### src/rtl/stok_pkg.sv
// Package: scan modes, token kinds, keyword tables and default widths for the tokenizer.
`default_nettype none
package stok_pkg;

  localparam int OFFSET_BITS_DEF = 32;
  localparam int LINE_BITS_DEF   = 24;
  localparam int LENGTH_BITS_DEF = 16;
  localparam int COLUMN_BITS     = 16;
  localparam int KIND_BITS       = 5;

  typedef enum logic [9:0] {
    M_IDLE  = 10'b00_0000_0001,
    M_INT   = 10'b00_0000_0010,
    M_DOT   = 10'b00_0000_0100,
    M_FRAC  = 10'b00_0000_1000,
    M_WORD  = 10'b00_0001_0000,
    M_STR   = 10'b00_0010_0000,
    M_OP    = 10'b00_0100_0000,
    M_SLASH = 10'b00_1000_0000,
    M_LCOM  = 10'b01_0000_0000,
    M_BCOM  = 10'b10_0000_0000
  } scan_mode_t;

  localparam logic [4:0] K_EOF     = 5'd0;
  localparam logic [4:0] K_ILLEGAL = 5'd1;
  localparam logic [4:0] K_NUMBER  = 5'd2;
  localparam logic [4:0] K_STRING  = 5'd3;
  localparam logic [4:0] K_KW_BASE = 5'd4;
  localparam logic [4:0] K_ASSIGN  = 5'd8;
  localparam logic [4:0] K_NOT     = 5'd10;
  localparam logic [4:0] K_LT      = 5'd12;
  localparam logic [4:0] K_GT      = 5'd14;
  localparam logic [4:0] K_PLUS    = 5'd16;
  localparam logic [4:0] K_MINUS   = 5'd17;
  localparam logic [4:0] K_STAR    = 5'd18;
  localparam logic [4:0] K_SLASH   = 5'd19;
  localparam logic [4:0] K_SEMI    = 5'd20;

  localparam logic [7:0] CH_NUL   = 8'h00;
  localparam logic [7:0] CH_UNDER = 8'h5F;

  function automatic logic [2:0] kw_len(input logic [1:0] k);
    case (k)
      2'd0: kw_len = 3'd2;
      2'd1: kw_len = 3'd4;
      2'd2: kw_len = 3'd5;
      default: kw_len = 3'd6;
    endcase
  endfunction

  function automatic logic [7:0] kw_char(input logic [1:0] k, input logic [2:0] idx);
    logic [47:0] s;
    case (k)
      2'd0: s = {"if", 32'h0};
      2'd1: s = {"else", 16'h0};
      2'd2: s = {"while", 8'h0};
      default: s = "return";
    endcase
    case (idx)
      3'd0: kw_char = s[47:40];
      3'd1: kw_char = s[39:32];
      3'd2: kw_char = s[31:24];
      3'd3: kw_char = s[23:16];
      3'd4: kw_char = s[15:8];
      3'd5: kw_char = s[7:0];
      default: kw_char = CH_NUL;
    endcase
  endfunction

  function automatic logic [4:0] op_kind(input logic [7:0] p);
    case (p)
      "=": op_kind = K_ASSIGN;
      "!": op_kind = K_NOT;
      "<": op_kind = K_LT;
      default: op_kind = K_GT;
    endcase
  endfunction

endpackage
`default_nettype wire

### src/rtl/source_tokenizer.sv
// Top level: streaming tokenizer, one source byte per word in, one token per word out.
//
//  channel | handshake          | payload
//  in      | in_valid/in_ready   | text_byte, end_of_text
//  out     | out_valid/out_ready | token_kind, token_start, token_length,
//          |                     | token_row, token_col, last_of_run
//
// One byte per cycle while in_ready is high: each accepted word is scanned in the cycle it is taken,
// and its 0..3 tokens land in a 4-entry output queue, visible the next cycle.
// in_ready needs room for three tokens after this cycle's pop; with the output
// stalled, in_ready drops once two tokens wait in the queue.
// rst is synchronous and returns scanner state to line 1, column 1, offset 0.
`default_nettype none
module source_tokenizer #(
  parameter int OFFSET_BITS = stok_pkg::OFFSET_BITS_DEF,
  parameter int LINE_BITS   = stok_pkg::LINE_BITS_DEF,
  parameter int LENGTH_BITS = stok_pkg::LENGTH_BITS_DEF
) (
  input  wire logic                                clk,
  input  wire logic                                rst,
  input  wire logic                                in_valid,
  output logic                                     in_ready,
  input  wire logic [7:0]                          text_byte,
  input  wire logic                                end_of_text,
  output logic                                     out_valid,
  input  wire logic                                out_ready,
  output logic [stok_pkg::KIND_BITS-1:0]           token_kind,
  output logic [OFFSET_BITS-1:0]                   token_start,
  output logic [LENGTH_BITS-1:0]                   token_length,
  output logic [LINE_BITS-1:0]                     token_row,
  output logic [stok_pkg::COLUMN_BITS-1:0]         token_col,
  output logic                                     last_of_run
);
  import stok_pkg::*;

  typedef struct packed {
    logic [KIND_BITS-1:0]   kind;
    logic [OFFSET_BITS-1:0] start;
    logic [LENGTH_BITS-1:0] len;
    logic [LINE_BITS-1:0]   line;
    logic [COLUMN_BITS-1:0] col;
    logic                   last;
  } tok_t;

  localparam logic [LENGTH_BITS-1:0] LEN_TOP  = '1;
  localparam logic [LINE_BITS-1:0]   LINE_TOP = '1;
  localparam logic [COLUMN_BITS-1:0] COL_TOP  = '1;

  scan_mode_t               mode, mode_next;
  logic [OFFSET_BITS-1:0]   byte_position, byte_position_next;
  logic [LINE_BITS-1:0]     current_line, current_line_next;
  logic [COLUMN_BITS-1:0]   current_column, current_column_next;
  logic [OFFSET_BITS-1:0]   start_offset, start_offset_next;
  logic [LINE_BITS-1:0]     start_line, start_line_next;
  logic [COLUMN_BITS-1:0]   start_column, start_column_next;
  logic [LENGTH_BITS-1:0]   run_length, run_length_next;
  logic [3:0]               keyword_hits, keyword_hits_next;
  logic [7:0]               pending_first, pending_first_next;
  logic                     block_star_seen, block_star_seen_next;
  logic [OFFSET_BITS-1:0]   dot_offset, dot_offset_next;
  logic [COLUMN_BITS-1:0]   dot_column, dot_column_next;

  tok_t       fifo [4];
  logic [1:0] wr_ptr, rd_ptr;
  logic [2:0] count;

  tok_t       toks [3];
  logic [1:0] cnt, cnt_fin;
  logic       accept, pop, do_idle, is_end;
  logic [7:0] c;
  logic       c_dig, c_alp, c_word, c_blank;
  logic [3:0] hits_upd, hits0;
  logic [4:0] wkind;
  logic [LENGTH_BITS-1:0] rl_inc, rl_inc2;
  logic [2:0] count_after_pop;

  assign c       = text_byte;
  assign c_dig   = (c >= "0") && (c <= "9");
  assign c_alp   = ((c >= "a") && (c <= "z")) || ((c >= "A") && (c <= "Z"));
  assign c_word  = c_alp || c_dig || (c == CH_UNDER);
  assign c_blank = (c == " ") || ((c >= 8'd9) && (c <= 8'd13));
  assign is_end  = end_of_text || (c == CH_NUL);

  assign pop             = out_valid && out_ready;
  assign count_after_pop = count - {2'b00, pop};
  assign in_ready        = (count_after_pop <= 3'd1);
  assign accept          = in_valid && in_ready;

  assign rl_inc  = (run_length == LEN_TOP) ? run_length : run_length + 1'b1;
  assign rl_inc2 = (rl_inc == LEN_TOP) ? rl_inc : rl_inc + 1'b1;

  always_comb begin
    for (int k = 0; k < 4; k++) begin
      hits_upd[k] = keyword_hits[k] && (run_length < LENGTH_BITS'(kw_len(2'(k))))
                    && (kw_char(2'(k), run_length[2:0]) == c);
      hits0[k]    = (kw_char(2'(k), 3'd0) == c);
    end
    wkind = K_ILLEGAL;
    for (int k = 3; k >= 0; k--) begin
      if (keyword_hits[k] && (run_length == LENGTH_BITS'(kw_len(2'(k)))))
        wkind = K_KW_BASE + 5'(k);
    end
  end

  always_comb begin
    mode_next            = mode;
    byte_position_next   = byte_position;
    current_line_next    = current_line;
    current_column_next  = current_column;
    start_offset_next    = start_offset;
    start_line_next      = start_line;
    start_column_next    = start_column;
    run_length_next      = run_length;
    keyword_hits_next    = keyword_hits;
    pending_first_next   = pending_first;
    block_star_seen_next = block_star_seen;
    dot_offset_next      = dot_offset;
    dot_column_next      = dot_column;
    cnt                  = 2'd0;
    do_idle              = 1'b0;
    for (int i = 0; i < 3; i++) toks[i] = '0;

    if (is_end) begin
      case (mode)
        M_INT, M_FRAC: begin
          toks[cnt] = '{K_NUMBER, start_offset, run_length, start_line, start_column, 1'b0};
          cnt = cnt + 2'd1;
        end
        M_DOT: begin
          toks[cnt] = '{K_NUMBER, start_offset, run_length, start_line, start_column, 1'b0};
          cnt = cnt + 2'd1;
          toks[cnt] = '{K_ILLEGAL, dot_offset, LENGTH_BITS'(1), current_line, dot_column, 1'b0};
          cnt = cnt + 2'd1;
        end
        M_WORD: begin
          toks[cnt] = '{wkind, start_offset, run_length, start_line, start_column, 1'b0};
          cnt = cnt + 2'd1;
        end
        M_STR: begin
          toks[cnt] = '{K_ILLEGAL, start_offset, run_length, start_line, start_column, 1'b0};
          cnt = cnt + 2'd1;
        end
        M_OP: begin
          toks[cnt] = '{op_kind(pending_first), start_offset, run_length, start_line,
                        start_column, 1'b0};
          cnt = cnt + 2'd1;
        end
        M_SLASH: begin
          toks[cnt] = '{K_SLASH, start_offset, run_length, start_line, start_column, 1'b0};
          cnt = cnt + 2'd1;
        end
        default: ;
      endcase
      toks[cnt] = '{K_EOF, byte_position, '0, current_line, current_column, 1'b0};
      cnt = cnt + 2'd1;
      mode_next            = M_IDLE;
      byte_position_next   = '0;
      current_line_next    = LINE_BITS'(1);
      current_column_next  = COLUMN_BITS'(1);
      start_offset_next    = '0;
      start_line_next      = LINE_BITS'(1);
      start_column_next    = COLUMN_BITS'(1);
      run_length_next      = '0;
      keyword_hits_next    = 4'hF;
      pending_first_next   = CH_NUL;
      block_star_seen_next = 1'b0;
      dot_offset_next      = '0;
      dot_column_next      = COLUMN_BITS'(1);
    end else begin
      case (mode)
        M_IDLE: do_idle = 1'b1;
        M_INT: begin
          if (c_dig) run_length_next = rl_inc;
          else if (c == ".") begin
            dot_offset_next = byte_position;
            dot_column_next = current_column;
            mode_next       = M_DOT;
          end else begin
            toks[cnt] = '{K_NUMBER, start_offset, run_length, start_line, start_column, 1'b0};
            cnt = cnt + 2'd1;
            do_idle = 1'b1;
          end
        end
        M_DOT: begin
          if (c_dig) begin
            run_length_next = rl_inc2;
            mode_next       = M_FRAC;
          end else begin
            toks[cnt] = '{K_NUMBER, start_offset, run_length, start_line, start_column, 1'b0};
            cnt = cnt + 2'd1;
            toks[cnt] = '{K_ILLEGAL, dot_offset, LENGTH_BITS'(1), current_line, dot_column,
                          1'b0};
            cnt = cnt + 2'd1;
            do_idle = 1'b1;
          end
        end
        M_FRAC: begin
          if (c_dig) run_length_next = rl_inc;
          else begin
            toks[cnt] = '{K_NUMBER, start_offset, run_length, start_line, start_column, 1'b0};
            cnt = cnt + 2'd1;
            do_idle = 1'b1;
          end
        end
        M_WORD: begin
          if (c_word) begin
            keyword_hits_next = hits_upd;
            run_length_next   = rl_inc;
          end else begin
            toks[cnt] = '{wkind, start_offset, run_length, start_line, start_column, 1'b0};
            cnt = cnt + 2'd1;
            do_idle = 1'b1;
          end
        end
        M_STR: begin
          run_length_next = rl_inc;
          if (c == "\"") begin
            toks[cnt] = '{K_STRING, start_offset, rl_inc, start_line, start_column, 1'b0};
            cnt = cnt + 2'd1;
            mode_next = M_IDLE;
          end
        end
        M_OP: begin
          if (c == "=") begin
            run_length_next = rl_inc;
            toks[cnt] = '{op_kind(pending_first) + 5'd1, start_offset, rl_inc, start_line,
                          start_column, 1'b0};
            cnt = cnt + 2'd1;
            mode_next = M_IDLE;
          end else begin
            toks[cnt] = '{op_kind(pending_first), start_offset, run_length, start_line,
                          start_column, 1'b0};
            cnt = cnt + 2'd1;
            do_idle = 1'b1;
          end
        end
        M_SLASH: begin
          if (c == "/") mode_next = M_LCOM;
          else if (c == "*") begin
            block_star_seen_next = 1'b0;
            mode_next            = M_BCOM;
          end else begin
            toks[cnt] = '{K_SLASH, start_offset, run_length, start_line, start_column, 1'b0};
            cnt = cnt + 2'd1;
            do_idle = 1'b1;
          end
        end
        M_LCOM: begin
          if (c == "\n") do_idle = 1'b1;
        end
        M_BCOM: begin
          if (block_star_seen && (c == "/")) begin
            block_star_seen_next = 1'b0;
            mode_next            = M_IDLE;
          end else begin
            block_star_seen_next = (c == "*");
          end
        end
        default: do_idle = 1'b1;
      endcase

      if (do_idle) begin
        mode_next = M_IDLE;
        if (!c_blank) begin
          start_offset_next = byte_position;
          start_line_next   = current_line;
          start_column_next = current_column;
          run_length_next   = LENGTH_BITS'(1);
          if (c_dig) mode_next = M_INT;
          else if (c_alp || (c == CH_UNDER)) begin
            keyword_hits_next = hits0;
            mode_next         = M_WORD;
          end else if (c == "\"") mode_next = M_STR;
          else if ((c == "=") || (c == "!") || (c == "<") || (c == ">")) begin
            pending_first_next = c;
            mode_next          = M_OP;
          end else if (c == "/") mode_next = M_SLASH;
          else begin
            toks[cnt].start = byte_position;
            toks[cnt].len   = LENGTH_BITS'(1);
            toks[cnt].line  = current_line;
            toks[cnt].col   = current_column;
            case (c)
              "+": toks[cnt].kind = K_PLUS;
              "-": toks[cnt].kind = K_MINUS;
              "*": toks[cnt].kind = K_STAR;
              ";": toks[cnt].kind = K_SEMI;
              default: toks[cnt].kind = K_ILLEGAL;
            endcase
            cnt = cnt + 2'd1;
          end
        end
      end

      byte_position_next = byte_position + 1'b1;
      if (c == "\n") begin
        if (current_line != LINE_TOP) current_line_next = current_line + 1'b1;
        current_column_next = COLUMN_BITS'(1);
      end else if (current_column != COL_TOP) begin
        current_column_next = current_column + 1'b1;
      end
    end

    cnt_fin = cnt;
    for (int i = 0; i < 3; i++) toks[i].last = (2'(i + 1) == cnt_fin);
  end

  always_ff @(posedge clk) begin
    if (rst) begin
      mode            <= M_IDLE;
      byte_position   <= '0;
      current_line    <= LINE_BITS'(1);
      current_column  <= COLUMN_BITS'(1);
      start_offset    <= '0;
      start_line      <= LINE_BITS'(1);
      start_column    <= COLUMN_BITS'(1);
      run_length      <= '0;
      keyword_hits    <= 4'hF;
      pending_first   <= CH_NUL;
      block_star_seen <= 1'b0;
      dot_offset      <= '0;
      dot_column      <= COLUMN_BITS'(1);
      wr_ptr          <= '0;
      rd_ptr          <= '0;
      count           <= '0;
    end else begin
      if (accept) begin
        mode            <= mode_next;
        byte_position   <= byte_position_next;
        current_line    <= current_line_next;
        current_column  <= current_column_next;
        start_offset    <= start_offset_next;
        start_line      <= start_line_next;
        start_column    <= start_column_next;
        run_length      <= run_length_next;
        keyword_hits    <= keyword_hits_next;
        pending_first   <= pending_first_next;
        block_star_seen <= block_star_seen_next;
        dot_offset      <= dot_offset_next;
        dot_column      <= dot_column_next;
        wr_ptr          <= wr_ptr + cnt_fin;
      end
      if (pop) rd_ptr <= rd_ptr + 2'd1;
      count <= count_after_pop + (accept ? {1'b0, cnt_fin} : 3'd0);
    end
  end

  always_ff @(posedge clk) begin
    if (accept) begin
      for (int i = 0; i < 3; i++) begin
        if (2'(i) < cnt_fin) fifo[wr_ptr + 2'(i)] <= toks[i];
      end
    end
  end

  assign out_valid    = (count != 3'd0);
  assign token_kind   = fifo[rd_ptr].kind;
  assign token_start  = fifo[rd_ptr].start;
  assign token_length = fifo[rd_ptr].len;
  assign token_row    = fifo[rd_ptr].line;
  assign token_col    = fifo[rd_ptr].col;
  assign last_of_run  = fifo[rd_ptr].last;

  a_count_max: assert property (@(posedge clk) disable iff (rst) count <= 3'd4)
    else $error("token queue overfilled");
  a_eof_resets: assert property (@(posedge clk) disable iff (rst)
      (accept && is_end) |=> (mode == M_IDLE && byte_position == '0))
    else $error("end of text did not reset scanner");
  a_eof_emits: assert property (@(posedge clk) disable iff (rst)
      (accept && is_end) |-> (cnt_fin != 2'd0))
    else $error("end of text produced no token");
  a_ready_room: assert property (@(posedge clk) disable iff (rst)
      in_ready |-> (count_after_pop <= 3'd1))
    else $error("input taken without queue room");

endmodule
`default_nettype wire

### config.mk
export PLATFORM = sky130hd
export DESIGN_NAME = source_tokenizer
export DESIGN_NICKNAME = d
export VERILOG_FILES = /design/src/rtl/stok_pkg.sv /design/src/rtl/source_tokenizer.sv
export SDC_FILE = /design/constraint.sdc
export NUM_CORES = 2
export LEC_CHECK = 0
export ABC_AREA = 1
export BUFFER_PORTS_ARGS = -buffer_cell sky130_fd_sc_hd__buf_2
export CORE_ASPECT_RATIO = 1.4
export CORE_UTILIZATION = 30
export DETAILED_ROUTE_END_ITERATION = 16
export PLACE_DENSITY = 0.51
export SLEW_MARGIN = 0
export SYNTH_ARGS = -nofsm -noshare
export SYNTH_HDL_FRONTEND = slang
export SYNTH_SLANG_ARGS = --single-unit
export TNS_END_PERCENT = 50
### constraint.sdc
create_clock -name clk -period 7.85 [get_ports clk]
set_input_delay 1.1775 -clock clk [delete_from_list [all_inputs] [get_ports clk]]
set_output_delay 1.1775 -clock clk [all_outputs]
set_load 0.1 [all_outputs]
==> run metrics <==
Hold Vio Cnt, Final=0; crit path capture type=flop; minimum period implied by the final worst setup slack=6.18 ns; Area growth syn-to-layout=10.0%; cell area after technology mapping=41900 um2; die span in y=444 um; number of antenna violations at the first check in global routing=4; fraction of synthesis flops using an asynchronous set or reset pin=0%; horizontal extent of the die=318 um; Root Driver=sky130_fd_sc_hd__clkbuf_16; worst IR drop on VDD=340 uV; Post-CTS Repair Setup Buffers=0; critical path peak fanout=25; reg2reg start=mode[8]; Critical Path Start=mode[8]; sequential area share after synthesis=38.4%; total detailed-routing wirelength=194 mm; hold path cells=2; number of nets still failing antenna checks after routing=0; most used standard cell by instance count after synthesis=sky130_fd_sc_hd__nand2_1; core footprint=138000 um2; die area=141000 um2; setup tns final=0 ns; Synth top cells by count=sky130_fd_sc_hd__nand2_1 (1612), sky130_fd_sc_hd__nand3_1 (1106), sky130_fd_sc_hd__nor2_1 (704); number of vias in the routed layout=45300; iteration-0 DRC count of the detailed router=5289; wire length of the first global-routing pass=286 mm; detail-routed net length per standard cell=24.5 um; worst r2r path cells=17; hold path start=pending_first[6]; top cell type's share of synthesized area=27.0%; maximum frequency from static timing analysis=0.162 GHz; TritonCTS clock tree=yes; clock latency reported for the late side of the worst-skew pair=0.69 ns; number of synthesized flops with an enable pin=376; final setup fails=0; worst rel slew slack=14.3%; via count of the first global-routing pass=43000; Synth Warn #=0; number of library cell types mapped by synthesis=55; Max-Cap Viols=0; worst slack on hold paths=0.444 ns; commonest register cell after synthesis=sky130_fd_sc_hd__edfxtp_1; effective utilization at floorplan=30.3%; total number of clock tree sinks=616; cts-stage hold buffer count=0; count of non-filler cells in the finished layout=7947; largest area contributor in the synthesized netlist=sky130_fd_sc_hd__edfxtp_1; overall routing resource usage=26.7%; Worst Hold Class=flop to flop; fin nets=6131; power per unit of standard cell area=328 nW/um2; count of boundary I/O pins=109; largest net degree at the start of global routing=157; Fin Clk Skew=0.0340 ns; share of the clock period used by the worst path=78.8%; Num CTS Buffers=70; critical path data required time=8.37 ns; overflow left after global routing=0; transition time of the tightest slew-check pin=1.29 ns; # resized after CTS=0; layout cells sized above 1=7.13%; Final Max Tran Viols=0; HPWL after DPL=120 mm; Cell Count Post-Placement=7817; unrepaired setup endpoints after global routing=false; Post-Syn Area per Cell=6.66 um2; clock transition time at the flip-flop clock pins of the worst setup and hold paths=0.06 ns; Syn Nets=6327; setup slack after layout=1.67 ns; mean number of vias per cell=5.70; Max H-tree Level=3; worst path arrival time=6.70 ns; IO buf count=108; class of the most critical setup path=flop to flop; count of standard-cell rows=161; DP Worst Slack=1.51 ns; result of the run=finished clean; Pre-Repair DR Iteration Count=8; CTS Buffer Depth=3; number of instances in the synthesized netlist=6292; Static Leakage=18.2 nW; routability-driven placement congestion ratio=0.939; top area cells in the synthesized netlist=sky130_fd_sc_hd__edfxtp_1 (27%), sky130_fd_sc_hd__nand2_1 (14%), sky130_fd_sc_hd__nand3_1 (13%), sky130_fd_sc_hd__dfxtp_1 (11%), sky130_fd_sc_hd__nor2_1 (6.3%); startpoint types=flop; detailed-route DRC error count=0; synthesized flop and latch total=616
area by class of cell:
class / count / area [um2]
Antenna cell: 1 / 2.50
Fill cell: 14900 / 91900
Tap cell: 1793 / 2240
Clock buffer: 98 / 2070
Multi-Input combinational cell: 4732 / 22200
Inverter: 479 / 1800
Timing Repair Buffer: 197 / 1310
Clock inverter: 31 / 387
Sequential cell: 616 / 16100
cell families after synthesis:
| logic type | share of synthesized area, % |
|---|---|
| compound gates | 13.8 |
| buf+inv | 8.99 |
| fa+ha+maj | 0.675 |
| flops | 38.4 |
| simple gates | 37.4 |
| xor+xnor | 0.690 |
| mux | 0.0269 |
per-layer routing:
layer  vias to the layer above  part of all wire [%]  GRT usage (%)
met5                         -                     0              0
met4                         0                   5.0           13.2
li1                      20800                     -              -
met3                       563                   8.7           4.83
met2                      2391                    46           44.2
met1                     21600                    40           33.3
where the power goes:
group	total (mW)	internal [mW]	switching, mW
logic	7.01	1.10	5.92
clock network	3.65	2.12	1.53
registers	4.44	4.22	0.219
total	15.1	7.44	7.67
sequential cells by signal, summed over array words and instances (netlist names), 3 cells and up, named ones only:
name and count:
start_column 16, current_line 24, mode 10, run_length 16
count 3, pending_first 8, dot_offset 32, start_line 24
start_offset 32, dot_column 16, current_column 16, byte_position 32
fifo 376, keyword_hits 4
metrics by stage:
| step | utilization (%) | power [mW] | instance area (um2) |
|---|---|---|---|
| finish | 33.4 | 15.1 | 46100 |
| global placement | 31.6 | 11.4 | 43600 |
| detailed placement | 31.6 | 11.4 | 43600 |
| CTS | 33.4 | 15.1 | 46100 |
| global route | 33.4 | 15.6 | 46100 |
| floorplan | - | 9.29 | 41900 |
critical path, cell delays in order, from the launching register on:
cell	delay (ns)
sky130_fd_sc_hd__dfxtp_1	0.33
sky130_fd_sc_hd__nor2_1	0.60
sky130_fd_sc_hd__inv_1	0.22
sky130_fd_sc_hd__nor2_1	0.22
sky130_fd_sc_hd__nand2_1	0.16
sky130_fd_sc_hd__nand2_1	0.48
sky130_fd_sc_hd__nor2_1	0.20
sky130_fd_sc_hd__nand3_1	0.19
sky130_fd_sc_hd__inv_2	0.10
sky130_fd_sc_hd__ha_1	0.23
sky130_fd_sc_hd__nor2_2	0.10
sky130_fd_sc_hd__buf_4	0.41
sky130_fd_sc_hd__nand2_1	0.84
sky130_fd_sc_hd__o21ai_0	0.46
sky130_fd_sc_hd__o21ai_2	0.22
sky130_fd_sc_hd__o21ai_0	0.83
sky130_fd_sc_hd__inv_1	0.24
sky130_fd_sc_hd__nor2_1	0.15
final timing paths:
kind / endpoint / slack [ns]
worst max-delay path: fifo[2][54] / 1.67
worst min-delay path: pending_first[6] / 0.44
worst max register to register: fifo[2][54] / 1.67
worst min register to register: pending_first[6] / 0.44
placed cells by master (no fill, tap or decap), types with 20 or more instances in the layout:
master and n:
sky130_fd_sc_hd__clkbuf_16 76, sky130_fd_sc_hd__ha_1 20, sky130_fd_sc_hd__a211oi_1 35, sky130_fd_sc_hd__nor2_1 701, sky130_fd_sc_hd__nand2_1 1605, sky130_fd_sc_hd__edfxtp_1 376, sky130_fd_sc_hd__dfxtp_1 238, sky130_fd_sc_hd__inv_1 423
sky130_fd_sc_hd__buf_2 107, sky130_fd_sc_hd__nand3_1 1099, sky130_fd_sc_hd__o21ai_0 453, sky130_fd_sc_hd__inv_2 46, sky130_fd_sc_hd__xor2_1 32, sky130_fd_sc_hd__nand4_1 62, sky130_fd_sc_hd__a22oi_1 27, sky130_fd_sc_hd__a21oi_1 296
sky130_fd_sc_hd__nor3_1 75, sky130_fd_sc_hd__o22ai_1 133, sky130_fd_sc_hd__buf_4 82
(Power assumes the default switching activity.)
